==> src/rtl/assert_macros.svh <==
// assertion macros for the rtl files, included by the top level
`ifndef ASSERT_MACROS_SVH
`define ASSERT_MACROS_SVH

// same-cycle implication, checked on every rising edge outside reset
`define ASSERT_SAME(lbl, ante, cons, msg) \
	lbl: assert property (@(posedge clk) disable iff (!arst_n) (ante) |-> (cons)) \
		else $error(msg);

// next-cycle implication, checked on every rising edge outside reset
`define ASSERT_NEXT(lbl, ante, cons, msg) \
	lbl: assert property (@(posedge clk) disable iff (!arst_n) (ante) |=> (cons)) \
		else $error(msg);

`endif

==> src/rtl/rasp_pkg.sv <==
// types and constants of the record archive stream parser
package rasp_pkg;

	// configuration register indexes
	localparam int unsigned CFG_INDEX_W = 8;
	localparam logic [CFG_INDEX_W-1:0] CFG_EXPECTED_MAGIC  = 8'd0;
	localparam logic [CFG_INDEX_W-1:0] CFG_MAX_DATA_LENGTH = 8'd1;

	localparam logic [31:0] MAGIC_RESET   = 32'h5441_4443;
	localparam logic [31:0] MAX_LEN_RESET = 32'h0010_0000;

	// event kinds
	localparam logic [2:0] KIND_FILE_HDR = 3'd0;
	localparam logic [2:0] KIND_REC_HDR  = 3'd1;
	localparam logic [2:0] KIND_NAME     = 3'd2;
	localparam logic [2:0] KIND_DATA     = 3'd3;
	localparam logic [2:0] KIND_ERROR    = 3'd4;

	// error codes
	localparam logic [2:0] ERR_NONE      = 3'd0;
	localparam logic [2:0] ERR_MAGIC     = 3'd1;
	localparam logic [2:0] ERR_ZERO_NAME = 3'd2;
	localparam logic [2:0] ERR_TOO_LONG  = 3'd3;
	localparam logic [2:0] ERR_TRUNCATED = 3'd4;

	// byte positions inside the headers
	localparam logic [4:0] POS_MAGIC_END   = 5'd3;
	localparam logic [4:0] POS_VERSION_END = 5'd5;
	localparam logic [4:0] POS_FFLAGS_END  = 5'd7;
	localparam logic [4:0] POS_COUNT_END   = 5'd11;
	localparam logic [4:0] POS_SUM_LIMIT   = 5'd20;
	localparam logic [4:0] POS_FHDR_END    = 5'd23;
	localparam logic [4:0] POS_NAME_CNT    = 5'd0;
	localparam logic [4:0] POS_TYPE        = 5'd1;
	localparam logic [4:0] POS_RFLAGS_END  = 5'd3;
	localparam logic [4:0] POS_DLEN_END    = 5'd7;
	localparam logic [4:0] POS_RHDR_END    = 5'd15;

	// depth of the result queue
	localparam int unsigned QUEUE_DEPTH = 2;
	localparam int unsigned QUEUE_PTR_W = $clog2(QUEUE_DEPTH);
	localparam int unsigned QUEUE_CNT_W = $clog2(QUEUE_DEPTH + 1);

	typedef enum logic [2:0] {
		PH_FILE_HDR,
		PH_REC_HDR,
		PH_NAME,
		PH_DATA,
		PH_DONE,
		PH_STOP
	} phase_t;

	typedef struct packed {
		logic [7:0] data_byte;
		logic       start_of_file;
		logic       end_of_input;
	} stream_item_t;

	typedef struct packed {
		logic [2:0]  event_kind;
		logic [2:0]  error_code;
		logic        checksum_ok;
		logic [15:0] hdr_version;
		logic [15:0] flag_bits;
		logic [31:0] length_count;
		logic [7:0]  record_kind;
		logic [7:0]  name_length;
		logic [63:0] time_stamp;
		logic [7:0]  payload_byte;
		logic [31:0] record_number;
		logic        last_of_record;
	} event_item_t;

	typedef struct packed {
		phase_t      phase;
		logic [4:0]  byte_position;
		logic [63:0] field_shift;
		logic [31:0] checksum;
		logic [31:0] record_total;
		logic [31:0] records_done;
		logic [7:0]  name_remaining;
		logic [7:0]  name_total;
		logic [31:0] data_remaining;
		logic [31:0] data_length;
		logic [7:0]  record_type;
		logic [15:0] flags;
		logic [15:0] file_version;
	} parse_state_t;

	localparam parse_state_t PARSE_CLEAR = '0;

	// parser to top level
	typedef struct packed {
		logic   push;
		phase_t phase;
	} parse_status_t;

	// result queue to top level
	typedef struct packed {
		logic push;
		logic full;
	} queue_status_t;

endpackage

==> src/rtl/rasp_parser.sv <==
// byte-wise parse state and result decode of the record archive parser
module rasp_parser import rasp_pkg::*; (
	input  logic          clk,
	input  logic          arst_n,
	input  logic          accept,
	input  stream_item_t  item,
	input  logic [31:0]   expected_magic,
	input  logic [31:0]   max_data_length,
	output event_item_t   result,
	output parse_status_t status
);

	parse_state_t state_q;
	parse_state_t state_eff;
	parse_state_t state_step;
	parse_state_t state_nxt;

	logic [63:0] shift_new;
	logic [31:0] acc_add;
	logic [31:0] acc_rot;
	logic [4:0]  pos;
	logic        active;
	logic        step_active;
	logic        magic_bad;
	logic        name_zero;
	logic        len_bad;
	logic [7:0]  name_dec;
	logic [31:0] data_dec;
	logic [31:0] done_inc;
	logic        truncate;
	logic        have;

	// restart clears everything before the byte is used
	assign state_eff = item.start_of_file ? PARSE_CLEAR : state_q;

	assign shift_new = {item.data_byte, state_eff.field_shift[63:8]};
	assign acc_add   = state_eff.checksum + {24'd0, item.data_byte};
	assign acc_rot   = {acc_add[28:0], acc_add[31:29]};
	assign pos       = state_eff.byte_position;
	assign active    = (state_eff.phase != PH_DONE) && (state_eff.phase != PH_STOP);
	assign magic_bad = (pos == POS_MAGIC_END) && (shift_new[63:32] != expected_magic);
	assign name_zero = (state_eff.name_remaining == 8'd0);
	assign len_bad   = (state_eff.data_length > max_data_length);
	assign name_dec  = state_eff.name_remaining - 8'd1;
	assign data_dec  = state_eff.data_remaining - 32'd1;
	assign done_inc  = state_eff.records_done + 32'd1;

	// next state before the end-of-input check
	always_comb begin
		state_step = state_eff;
		case (state_eff.phase)
			PH_FILE_HDR: begin
				state_step.field_shift = shift_new;
				if (pos < POS_SUM_LIMIT) begin
					state_step.checksum = acc_rot;
				end
				if (magic_bad) begin
					state_step.phase = PH_STOP;
				end else begin
					if (pos == POS_VERSION_END) begin
						state_step.file_version = shift_new[63:48];
					end
					if (pos == POS_FFLAGS_END) begin
						state_step.flags = shift_new[63:48];
					end
					if (pos == POS_COUNT_END) begin
						state_step.record_total = shift_new[63:32];
					end
					if (pos == POS_FHDR_END) begin
						state_step.byte_position = 5'd0;
						state_step.phase = (state_eff.record_total == 32'd0) ?
							PH_DONE : PH_REC_HDR;
					end else begin
						state_step.byte_position = pos + 5'd1;
					end
				end
			end
			PH_REC_HDR: begin
				state_step.field_shift = shift_new;
				if (pos == POS_NAME_CNT) begin
					state_step.name_remaining = item.data_byte;
					state_step.name_total = item.data_byte;
				end
				if (pos == POS_TYPE) begin
					state_step.record_type = item.data_byte;
				end
				if (pos == POS_RFLAGS_END) begin
					state_step.flags = shift_new[63:48];
				end
				if (pos == POS_DLEN_END) begin
					state_step.data_length = shift_new[63:32];
				end
				if (pos == POS_RHDR_END) begin
					if (name_zero || len_bad) begin
						state_step.phase = PH_STOP;
					end else begin
						state_step.data_remaining = state_eff.data_length;
						state_step.byte_position = 5'd0;
						state_step.phase = PH_NAME;
					end
				end else begin
					state_step.byte_position = pos + 5'd1;
				end
			end
			PH_NAME: begin
				state_step.field_shift = shift_new;
				state_step.name_remaining = name_dec;
				if (name_dec == 8'd0) begin
					if (state_eff.data_remaining == 32'd0) begin
						state_step.records_done = done_inc;
						state_step.byte_position = 5'd0;
						state_step.phase = (done_inc == state_eff.record_total) ?
							PH_DONE : PH_REC_HDR;
					end else begin
						state_step.phase = PH_DATA;
					end
				end
			end
			PH_DATA: begin
				state_step.field_shift = shift_new;
				state_step.data_remaining = data_dec;
				if (data_dec == 32'd0) begin
					state_step.records_done = done_inc;
					state_step.byte_position = 5'd0;
					state_step.phase = (done_inc == state_eff.record_total) ?
						PH_DONE : PH_REC_HDR;
				end
			end
			default: begin
				state_step = state_eff;
			end
		endcase
	end

	assign step_active = (state_step.phase != PH_DONE) && (state_step.phase != PH_STOP);
	assign truncate    = active && item.end_of_input && step_active;

	always_comb begin
		state_nxt = state_step;
		if (truncate) begin
			state_nxt.phase = PH_STOP;
		end
	end

	// result fields
	always_comb begin
		result = '0;
		have = 1'b0;
		result.record_number = state_eff.records_done;
		result.hdr_version = state_step.file_version;
		case (state_eff.phase)
			PH_FILE_HDR: begin
				if (magic_bad) begin
					result.event_kind = KIND_ERROR;
					result.error_code = ERR_MAGIC;
					have = 1'b1;
				end else if (pos == POS_FHDR_END) begin
					result.event_kind = KIND_FILE_HDR;
					result.checksum_ok = (state_eff.checksum == shift_new[63:32]);
					result.flag_bits = state_eff.flags;
					result.length_count = state_eff.record_total;
					have = 1'b1;
				end
			end
			PH_REC_HDR: begin
				if (pos == POS_RHDR_END) begin
					if (name_zero || len_bad) begin
						result.event_kind = KIND_ERROR;
						result.error_code = name_zero ? ERR_ZERO_NAME : ERR_TOO_LONG;
					end else begin
						result.event_kind = KIND_REC_HDR;
						result.flag_bits = state_eff.flags;
						result.length_count = state_eff.data_length;
						result.record_kind = state_eff.record_type;
						result.name_length = state_eff.name_total;
						result.time_stamp = shift_new;
					end
					have = 1'b1;
				end
			end
			PH_NAME: begin
				result.event_kind = KIND_NAME;
				result.record_kind = state_eff.record_type;
				result.name_length = state_eff.name_total;
				result.payload_byte = item.data_byte;
				result.last_of_record = (name_dec == 8'd0) &&
					(state_eff.data_remaining == 32'd0);
				have = 1'b1;
			end
			PH_DATA: begin
				result.event_kind = KIND_DATA;
				result.record_kind = state_eff.record_type;
				result.name_length = state_eff.name_total;
				result.payload_byte = item.data_byte;
				result.last_of_record = (data_dec == 32'd0);
				have = 1'b1;
			end
			default: begin
				have = 1'b0;
			end
		endcase
		if (truncate) begin
			if (!have) begin
				result.event_kind = KIND_ERROR;
			end
			result.error_code = ERR_TRUNCATED;
			have = 1'b1;
		end
	end

	always_ff @(posedge clk or negedge arst_n) begin
		if (!arst_n) begin
			state_q <= PARSE_CLEAR;
		end else if (accept) begin
			state_q <= state_nxt;
		end
	end

	assign status.push  = accept && have;
	assign status.phase = state_q.phase;

endmodule

==> src/rtl/rasp_event_queue.sv <==
// two-entry result queue between the parser and the event channel
module rasp_event_queue import rasp_pkg::*; (
	input  logic          clk,
	input  logic          arst_n,
	input  logic          push,
	input  event_item_t   push_item,
	output logic          event_valid,
	input  logic          event_ready,
	output event_item_t   event_item,
	output queue_status_t status
);

	event_item_t            entries_q [QUEUE_DEPTH];
	logic [QUEUE_PTR_W-1:0] wr_ptr_q;
	logic [QUEUE_PTR_W-1:0] rd_ptr_q;
	logic [QUEUE_CNT_W-1:0] count_q;
	logic                   pop;

	assign event_valid = (count_q != '0);
	assign event_item  = entries_q[rd_ptr_q];
	assign pop         = event_valid && event_ready;

	always_ff @(posedge clk) begin
		if (push) begin
			entries_q[wr_ptr_q] <= push_item;
		end
	end

	always_ff @(posedge clk or negedge arst_n) begin
		if (!arst_n) begin
			wr_ptr_q <= '0;
			rd_ptr_q <= '0;
			count_q  <= '0;
		end else begin
			if (push) begin
				wr_ptr_q <= (wr_ptr_q == QUEUE_PTR_W'(QUEUE_DEPTH - 1)) ?
					'0 : wr_ptr_q + QUEUE_PTR_W'(1);
			end
			if (pop) begin
				rd_ptr_q <= (rd_ptr_q == QUEUE_PTR_W'(QUEUE_DEPTH - 1)) ?
					'0 : rd_ptr_q + QUEUE_PTR_W'(1);
			end
			if (push && !pop) begin
				count_q <= count_q + QUEUE_CNT_W'(1);
			end else if (pop && !push) begin
				count_q <= count_q - QUEUE_CNT_W'(1);
			end
		end
	end

	assign status.push = push;
	assign status.full = (count_q == QUEUE_CNT_W'(QUEUE_DEPTH));

endmodule

==> src/rtl/record_archive_stream_parser.sv <==
// top level of the record archive stream parser
//
//  channel | signals                                   | moves
//  --------+-------------------------------------------+-----------------------------
//  stream  | stream_valid, stream_ready, stream_item   | one archive byte per transaction
//  event   | event_valid, event_ready, event_item      | zero or one result per byte
//  cfg     | cfg_valid, cfg_ready, cfg_index, cfg_data | one register write
//
// one byte is taken per cycle while stream_ready is high; its result is in the queue in the cycle after
// the parse state register is updated once per accepted byte
// a two-entry result queue lets bytes keep flowing while a result waits
// stream_ready drops only while both queue entries are occupied
// asynchronous reset restores both registers and clears the parse state
`include "assert_macros.svh"

module record_archive_stream_parser import rasp_pkg::*; (
	input  logic                   clk,
	input  logic                   arst_n,
	input  logic                   stream_valid,
	output logic                   stream_ready,
	input  stream_item_t           stream_item,
	output logic                   event_valid,
	input  logic                   event_ready,
	output event_item_t            event_item,
	input  logic                   cfg_valid,
	output logic                   cfg_ready,
	input  logic [CFG_INDEX_W-1:0] cfg_index,
	input  logic [31:0]            cfg_data
);

	logic [31:0]   magic_q;
	logic [31:0]   max_len_q;
	logic          stream_accept;
	event_item_t   parse_result;
	parse_status_t parse_status;
	queue_status_t queue_status;

	// configuration registers, writes are always taken
	assign cfg_ready = 1'b1;

	always_ff @(posedge clk or negedge arst_n) begin
		if (!arst_n) begin
			magic_q   <= MAGIC_RESET;
			max_len_q <= MAX_LEN_RESET;
		end else if (cfg_valid) begin
			case (cfg_index)
				CFG_EXPECTED_MAGIC:  magic_q   <= cfg_data;
				CFG_MAX_DATA_LENGTH: max_len_q <= cfg_data;
				default: begin
					// indexes beyond the register list are dropped
				end
			endcase
		end
	end

	// a byte goes in whenever the queue has room for its result
	assign stream_ready  = !queue_status.full;
	assign stream_accept = stream_valid && stream_ready;

	rasp_parser u_parser (
		.clk             (clk),
		.arst_n          (arst_n),
		.accept          (stream_accept),
		.item            (stream_item),
		.expected_magic  (magic_q),
		.max_data_length (max_len_q),
		.result          (parse_result),
		.status          (parse_status)
	);

	rasp_event_queue u_queue (
		.clk         (clk),
		.arst_n      (arst_n),
		.push        (parse_status.push),
		.push_item   (parse_result),
		.event_valid (event_valid),
		.event_ready (event_ready),
		.event_item  (event_item),
		.status      (queue_status)
	);

	// an error-only result always carries a reason
	`ASSERT_SAME(a_error_has_code, event_valid && (event_item.event_kind == KIND_ERROR), event_item.error_code != ERR_NONE, "error event without error code")

	// end of record is flagged only on name or data bytes
	`ASSERT_SAME(a_last_on_payload, event_valid && event_item.last_of_record, (event_item.event_kind == KIND_NAME) || (event_item.event_kind == KIND_DATA), "last_of_record on a header event")

	// any error halts the parser
	`ASSERT_NEXT(a_error_stops, parse_status.push && (parse_result.error_code != ERR_NONE), parse_status.phase == PH_STOP, "parser still running after an error")

	// a halted parser stays silent until restarted
	`ASSERT_SAME(a_stop_silent, stream_accept && (parse_status.phase == PH_STOP) && !stream_item.start_of_file, !parse_status.push, "result produced while halted")

	// the queue never takes a result it cannot hold
	`ASSERT_SAME(a_no_overflow, queue_status.full && !event_ready, !queue_status.push, "result queue overflow")

endmodule
==> config.mk <==
export PLATFORM = sky130hd
export DESIGN_NAME = record_archive_stream_parser
export DESIGN_NICKNAME = d
export VERILOG_FILES = /design/src/rtl/rasp_pkg.sv /design/src/rtl/rasp_parser.sv /design/src/rtl/rasp_event_queue.sv /design/src/rtl/record_archive_stream_parser.sv
export VERILOG_INCLUDE_DIRS = /design/src /design/src/rtl
export SDC_FILE = /design/constraint.sdc
export NUM_CORES = 1
export LEC_CHECK = 0
export ABC_AREA = 1
export BUFFER_PORTS_ARGS = -buffer_cell sky130_fd_sc_hd__buf_2
export CORE_ASPECT_RATIO = 1.2
export CORE_MARGIN = 3
export CORE_UTILIZATION = 35
export CTS_CLUSTER_DIAMETER = 30
export DETAILED_ROUTE_END_ITERATION = 6
export PLACE_DENSITY_LB_ADDON = 0.15
export SLEW_MARGIN = 20
export SYNTH_ARGS = -nofsm -noshare
export SYNTH_HDL_FRONTEND = slang
export SYNTH_SLANG_ARGS = --single-unit
==> constraint.sdc <==
create_clock -name clk -period 15.2 [get_ports clk]
set_input_delay 1.52 -clock clk [delete_from_list [all_inputs] [get_ports clk]]
set_output_delay 1.52 -clock clk [all_outputs]
set_load 0.02 [all_outputs]
### After elaboration in Yosys (flattened, before gate mapping)

Memory sizes are Yosys's and may differ from the RTL's.
Cells that the tools add are included.

* bits in registers: 348
* memory bits (writable): 384
* bits of input ports: 55
* output and inout bits: 195
* logic and storage cells: 150
* memories kept: 1

* $add $sub $neg: 9
* order comparisons: 2
* equality and inequality tests: 19
* mux-type cells: 73
* reductions and logical operators: 28

Memories
* u_queue.entries_q: depth 2, bits a word 192, read ports 1, clocked after Yosys merged registers in 0, write ports 1, line rasp_event_queue.sv:13 `event_item_t entries_q [QUEUE_DEPTH];`

Operators with widths (count)
* 32-bit two-way mux: 10
* 288-bit two-way mux: 1
* 72-bit one-hot mux with 4 select lines: 1
* 128-bit two-way mux: 2
* 64-bit two-way mux: 2
* 32-bit one-hot mux with 2 select lines: 2
* 32-bit logical NOT: 3
* 48-bit two-way mux: 2
* 48-bit one-hot mux with 2 select lines: 1
* 16-bit two-way mux: 5
* 32-bit equality test: 2
* 16-bit one-hot mux with 2 select lines: 2
* 40-bit two-way mux: 1
* 8-bit two-way mux: 5
* 3-bit two-way mux: 12
* 32-bit by 1-bit adder with 32-bit output (second input constant): 1
* 32-bit by 8-bit adder with 32-bit output: 1
* 32-bit greater-than comparator: 1
* 32-bit != test: 1
* 32-bit by 1-bit subtractor with 32-bit output (second input constant): 1
* 5-bit two-way mux: 5
* 8-bit logical NOT: 3
* 8-bit one-hot mux with 2 select lines: 1
* 1-bit two-way mux: 13
* 30 further kinds: 53

### Logic depth before layout (Yosys ltp)

* word-level depth: 16
* gate-level depth with buffers: 34
* depth with buffers taken out: 27

### Hierarchy

From an unflattened synthesis, not the netlist that was laid out.

* cells, all modules: 5033
* area, all modules: 40039.7 um2

Modules (own cells, without submodules)
* rasp_parser: times used 1, cells each 3704, area each 23103.4 um2
* rasp_event_queue: times used 1, cells each 1032, area each 14291.2 um2
* record_archive_stream_parser: times used 1, cells each 297, area each 2645.0 um2

### Least setup slack after synthesis

OpenSTA, ideal clock, no wires.

* kind: input to register
* start: input stream_item[1] in the netlist's numbering
* end: memory u_queue.entries_q[1][0] in the netlist's numbering, enable pin
* arrival time: 13000 ps
* setup slack: 1453 ps
* cell stages on the path: 27
* path buffers: 9
* cell sequence: buf_6 buf_6 buf_6 buf_2 buf_2 buf_2 clkbuf_1 buf_2 buf_2 nor2_1 ha_1 nand2_1 nor2_1 nand4_1 nor3_1 nand4_1 nand2_1 nand3_1 nand2_1 inv_1 nor2_1 nand2_1 o21ai_1 nand2_2 nand2_1 nand2_2 nor2_1

* word-level cells in the longest chain between the ends: 14

Ends and longest elaborated chain
* start: declaration: line record_archive_stream_parser.sv:21 `input stream_item_t stream_item,`
* 288-bit two-way mux *: line rasp_parser.sv:34 `assign state_eff = item.start_of_file ? PARSE_CLEAR : state_q;`
* 32-bit by 1-bit adder with 32-bit output: line rasp_parser.sv:46 `assign done_inc = state_eff.records_done + 32'd1;`
* 32-bit equality test: line rasp_parser.sv:112, rasp_parser.sv:125
* 3-bit two-way mux: line rasp_parser.sv:112, rasp_parser.sv:125
* 3-bit two-way mux: line rasp_parser.sv:109 `if (state_eff.data_remaining == 32'd0) begin`
* 8-bit two-way mux: line rasp_parser.sv:108 `if (name_dec == 8'd0) begin`
* 72-bit one-hot mux with 4 select lines: line rasp_parser.sv:51 `case (state_eff.phase)`
* 3-bit != test: line rasp_parser.sv:135 `assign step_active = (state_step.phase != PH_DONE) && (state_step.phase != PH_STOP);`
* 1-bit logical AND: line rasp_parser.sv:135
* 1-bit logical AND: line rasp_parser.sv:136 `assign truncate = active && item.end_of_input && step_active;`
* 1-bit two-way mux *: line rasp_parser.sv:202 `if (truncate) begin`
* 1-bit logical AND *: line rasp_parser.sv:219 `assign status.push = accept && have;`
* 1-bit two-way mux *: line rasp_event_queue.sv:24 `if (push) begin`
* 1-bit two-way mux (not written as such) *: line rasp_event_queue.sv:25 `entries_q[wr_ptr_q] <= push_item;`
* end: declaration: line rasp_event_queue.sv:13

Mark *: on every way between the ends. The rest lies on a longest branch, timed or not. The select of a mux whose other input is x is not followed.

### Worst setup path in the final report

* start: input stream_item[1] in the netlist's numbering
* end: memory u_queue.entries_q[1][129] in the netlist's numbering, enable pin

The elaborated chain is that of the path after synthesis.

==> results_dict.tcl <==
set metrics [dict create \
    dr.pass1.iters 7 \
    cap_viol_max_count 0 \
    synth_top_family_by_area "simple AND/OR/NAND/NOR gates" \
    clockBufferDepth 3 \
    num_rows 132 \
    routed_wl_mm 144.8 \
    cpLargestDelayFamily "buffers and inverters" \
    place_hpwl_mm 99.76 \
    fp.dieW_um 309.1 \
    synthCells 4749 \
    ant_nets 0 \
    grt_max_degree 170 \
    nets 5084 \
    rsz0062_at_grt "no" \
    gp_congestion 0.9598 \
    cp_num_buf_inv 9 \
    drive_gt1_share_pct 13.36 \
    synth.avg_cell_area_um2 8.124 \
    synth_fa_ha_area_share_pct 1.706 \
    path_cells "buf_4, inv_8, buf_4, nand2_1, inv_1, ha_1, inv_1, nor2_1, inv_1, nor2_1, inv_2, a21oi_2, nor2_1, nor2_1, a211oi_1, nand2_1, nand2_2, nor2_4, buf_12, buf_4" \
    clk_pin_slew_worst_paths_ns 0.05 \
    vias 34330 \
    p_leak_nw 20.75 \
    fin_crit_ns 6.943 \
    violations "DRC" \
    slew_headroom_pct 25.25 \
    cts_max_level 4 \
    num_io_pins 250 \
    cts_tree "done" \
    muxShareOfSynthArea_pct 0 \
    grt_usage_pct 24.95 \
    cts_resized 0 \
    grt_overflow 0 \
    synth_edf_count 384 \
    synth_seq_area_share_pct 52.50 \
    arrival_ns 7.34 \
    synth_cell_types 64 \
    finClkSkew_ns 0.06873 \
    cts-root-buf "clkbuf_16" \
    grt_pass1_vias 32760 \
    outcome "complete, but fails checks" \
    period_share_pct 45.68 \
    hold_path_class "register to register" \
    port_buffers 248 \
    ys.warnings.count 0 \
    worstSetupPathType "input port to register" \
    async_flop_share_pct 47.54 \
    die_area_um2 114300 \
    wl_per_cell_um 22.18 \
    worst_pin_slew_ns 1.120 \
    slew_viol_final 0 \
    cp_common_cell "nor2_1" \
    final_cell_mix "nand2_1 (1,512), inv_1 (462), nor2_1 (454)" \
    cts_buffers 163 \
    synth_xor_area_share_pct 1.275 \
    netlist_area_um2 38580 \
    cp_slowest_cell "buf_4" \
    numClockSinks 732 \
    layout_commonest_cell "nand2_1" \
    syn_nets 4856 \
    synth_simple_gate_area_share_pct 24.91 \
    fin_total_pwr_mw 8.955 \
    synth-compound-area-share_pct 12.18 \
    post_cts_buffers 0 \
    antenna_found_initial 5 \
    start_util_pct 35.50 \
    hold_viol 0 \
    endpoint_kind "register" \
    setup_viol 0 \
    clock_latency_ns 0.80 \
    power_density_nw_per_um2 191.3 \
    fp.coreArea_um2 108700 \
    drc_errors 2 \
    tns_ns 0 \
    synth_ff_type "edfxtp_1" \
    worst_setup_path_start_kind "input port" \
    via_per_inst 5.260 \
    slowest_delay_ns 0.80 \
    ys_seq_elements 732 \
    cts_hold_buf 0 \
    required_ns 15.60 \
    die_h_um 369.7 \
    syn2layout_area_growth_pct 21.36 \
    drtIter0Drc 3355 \
    crit_fanout 132 \
    peakVddDrop_mv 0.1177 \
    max_freq_mhz 144.0 \
    grt_pass1_wl_mm 212.5 \
]
-- final timing paths --
check | start | end | slack (ns) | depth (start not counted)
max in group asynchronous | arst_n | u_queue.rd_ptr_q | 11.84 | 4
worst min register to register | u_queue.count_q[0] | u_queue.count_q[0] | 0.47 | 1
min in group asynchronous | arst_n | max_len_q[2] | 0.74 | 1
worst max-delay path | stream_item[1] | u_queue.entries_q[1][129] | 8.26 | 20
worst max register to register | u_parser.status[1] | u_queue.entries_q[1][129] | 9.20 | 13
worst min-delay path | u_queue.count_q[0] | u_queue.count_q[0] | 0.47 | 1
-- flip-flops by register name, indices dropped and copies added (netlist names) --
signal             flops
magic_q               32
u_queue.entries_q    384
u_queue.rd_ptr_q       1
u_parser.state_q     277
u_queue.wr_ptr_q       1
u_parser.status        3
u_queue.count_q        2
max_len_q             32
-- cells by family (layout without fill, tap and decap cells) --
group | Yosys count | after routing
flops | 732 | 732
fa+ha+maj | 52 | 52
compound gates | 838 | 838
buf+inv | 716 | 1085
simple gates | 2357 | 2357
xor+xnor | 53 | 53
other cells | 1 | 3
-- synthesized netlist by cell type, types with 3 or more instances --
master	instances	area, µm²
o21bai_1	3	22.52
o221ai_1	16	140.1
o21ai_0	383	1917
a221oi_1	4	35.03
nand3_1	211	1056
nor2_1	459	1723
nor4_1	11	68.82
inv_2	12	45.04
nand2_2	10	62.56
clkbuf_1	165	619.3
xnor2_1	10	87.58
buf_2	19	95.09
nand3_2	6	60.06
a31oi_1	38	237.7
xor2_1	41	359.1
a211oi_1	5	37.54
clkinv_1	8	30.03
o31ai_1	3	22.52
nand3b_1	11	82.58
o211ai_1	41	307.8
dfstp_2	11	289.0
nand4_1	31	193.9
nor3_1	41	205.2
nand2_1	1516	5690
a41oi_1	12	105.1
ha_1	51	638.1
o21ai_1	17	85.08
buf_6	10	112.6
nor2_2	25	156.4
edfxtp_1	384	11530
nor2_4	8	90.09
o2111ai_1	5	43.79
o21ai_2	4	35.03
a22oi_1	19	142.6
buf_4	8	60.06
a21oi_1	209	1046
o22ai_1	67	419.2
inv_1	464	1742
or2_2	17	106.4
buf_1	26	97.59
dfrtp_1	337	8433
-- layout make-up --
cell class / count / area (µm²)
Antenna cell: 2 / 5.005
Tap cell: 1407 / 1760
Sequential cell: 732 / 20260
Clock inverter: 102 / 1383
Timing Repair Buffer: 294 / 1624
Inverter: 485 / 1846
Multi-Input combinational cell: 3301 / 15530
Fill cell: 10860 / 61850
Clock buffer: 204 / 4417
-- per-stage QoR --
stage	instances	instance area (µm²)	hold WS, ns	util (%)	setup slack (ns)
after global routing	6525	46810	0.5012	43.08	7.801
final	6527	46820	0.4746	43.08	8.257
after floorplan	4749	38580	0.4419	-	1.453
after CTS	6525	46800	0.4791	43.07	8.294
after global placement	6219	41010	0.4616	37.73	7.490
after detailed placement	6219	41010	0.4628	37.73	7.449
-- where the power goes --
part           internal (mW)  switching, mW  total (mW)
Clock                   2.42           1.22        3.64
Combinational          0.716           1.91        2.62
Sequential              2.43          0.259        2.69
-- routing by layer --
metal	wire length, µm	global-route usage, %	part of all wire (%)	vias up
li1	-	-	-	16210
met1	59760	31.54	41	16630
met2	69720	41.59	48	1207
met3	8465	4.196	5.8	288
met4	6832	11.72	4.7	4
met5	22	0	0.015	-
(Power assumes the default switching activity.)
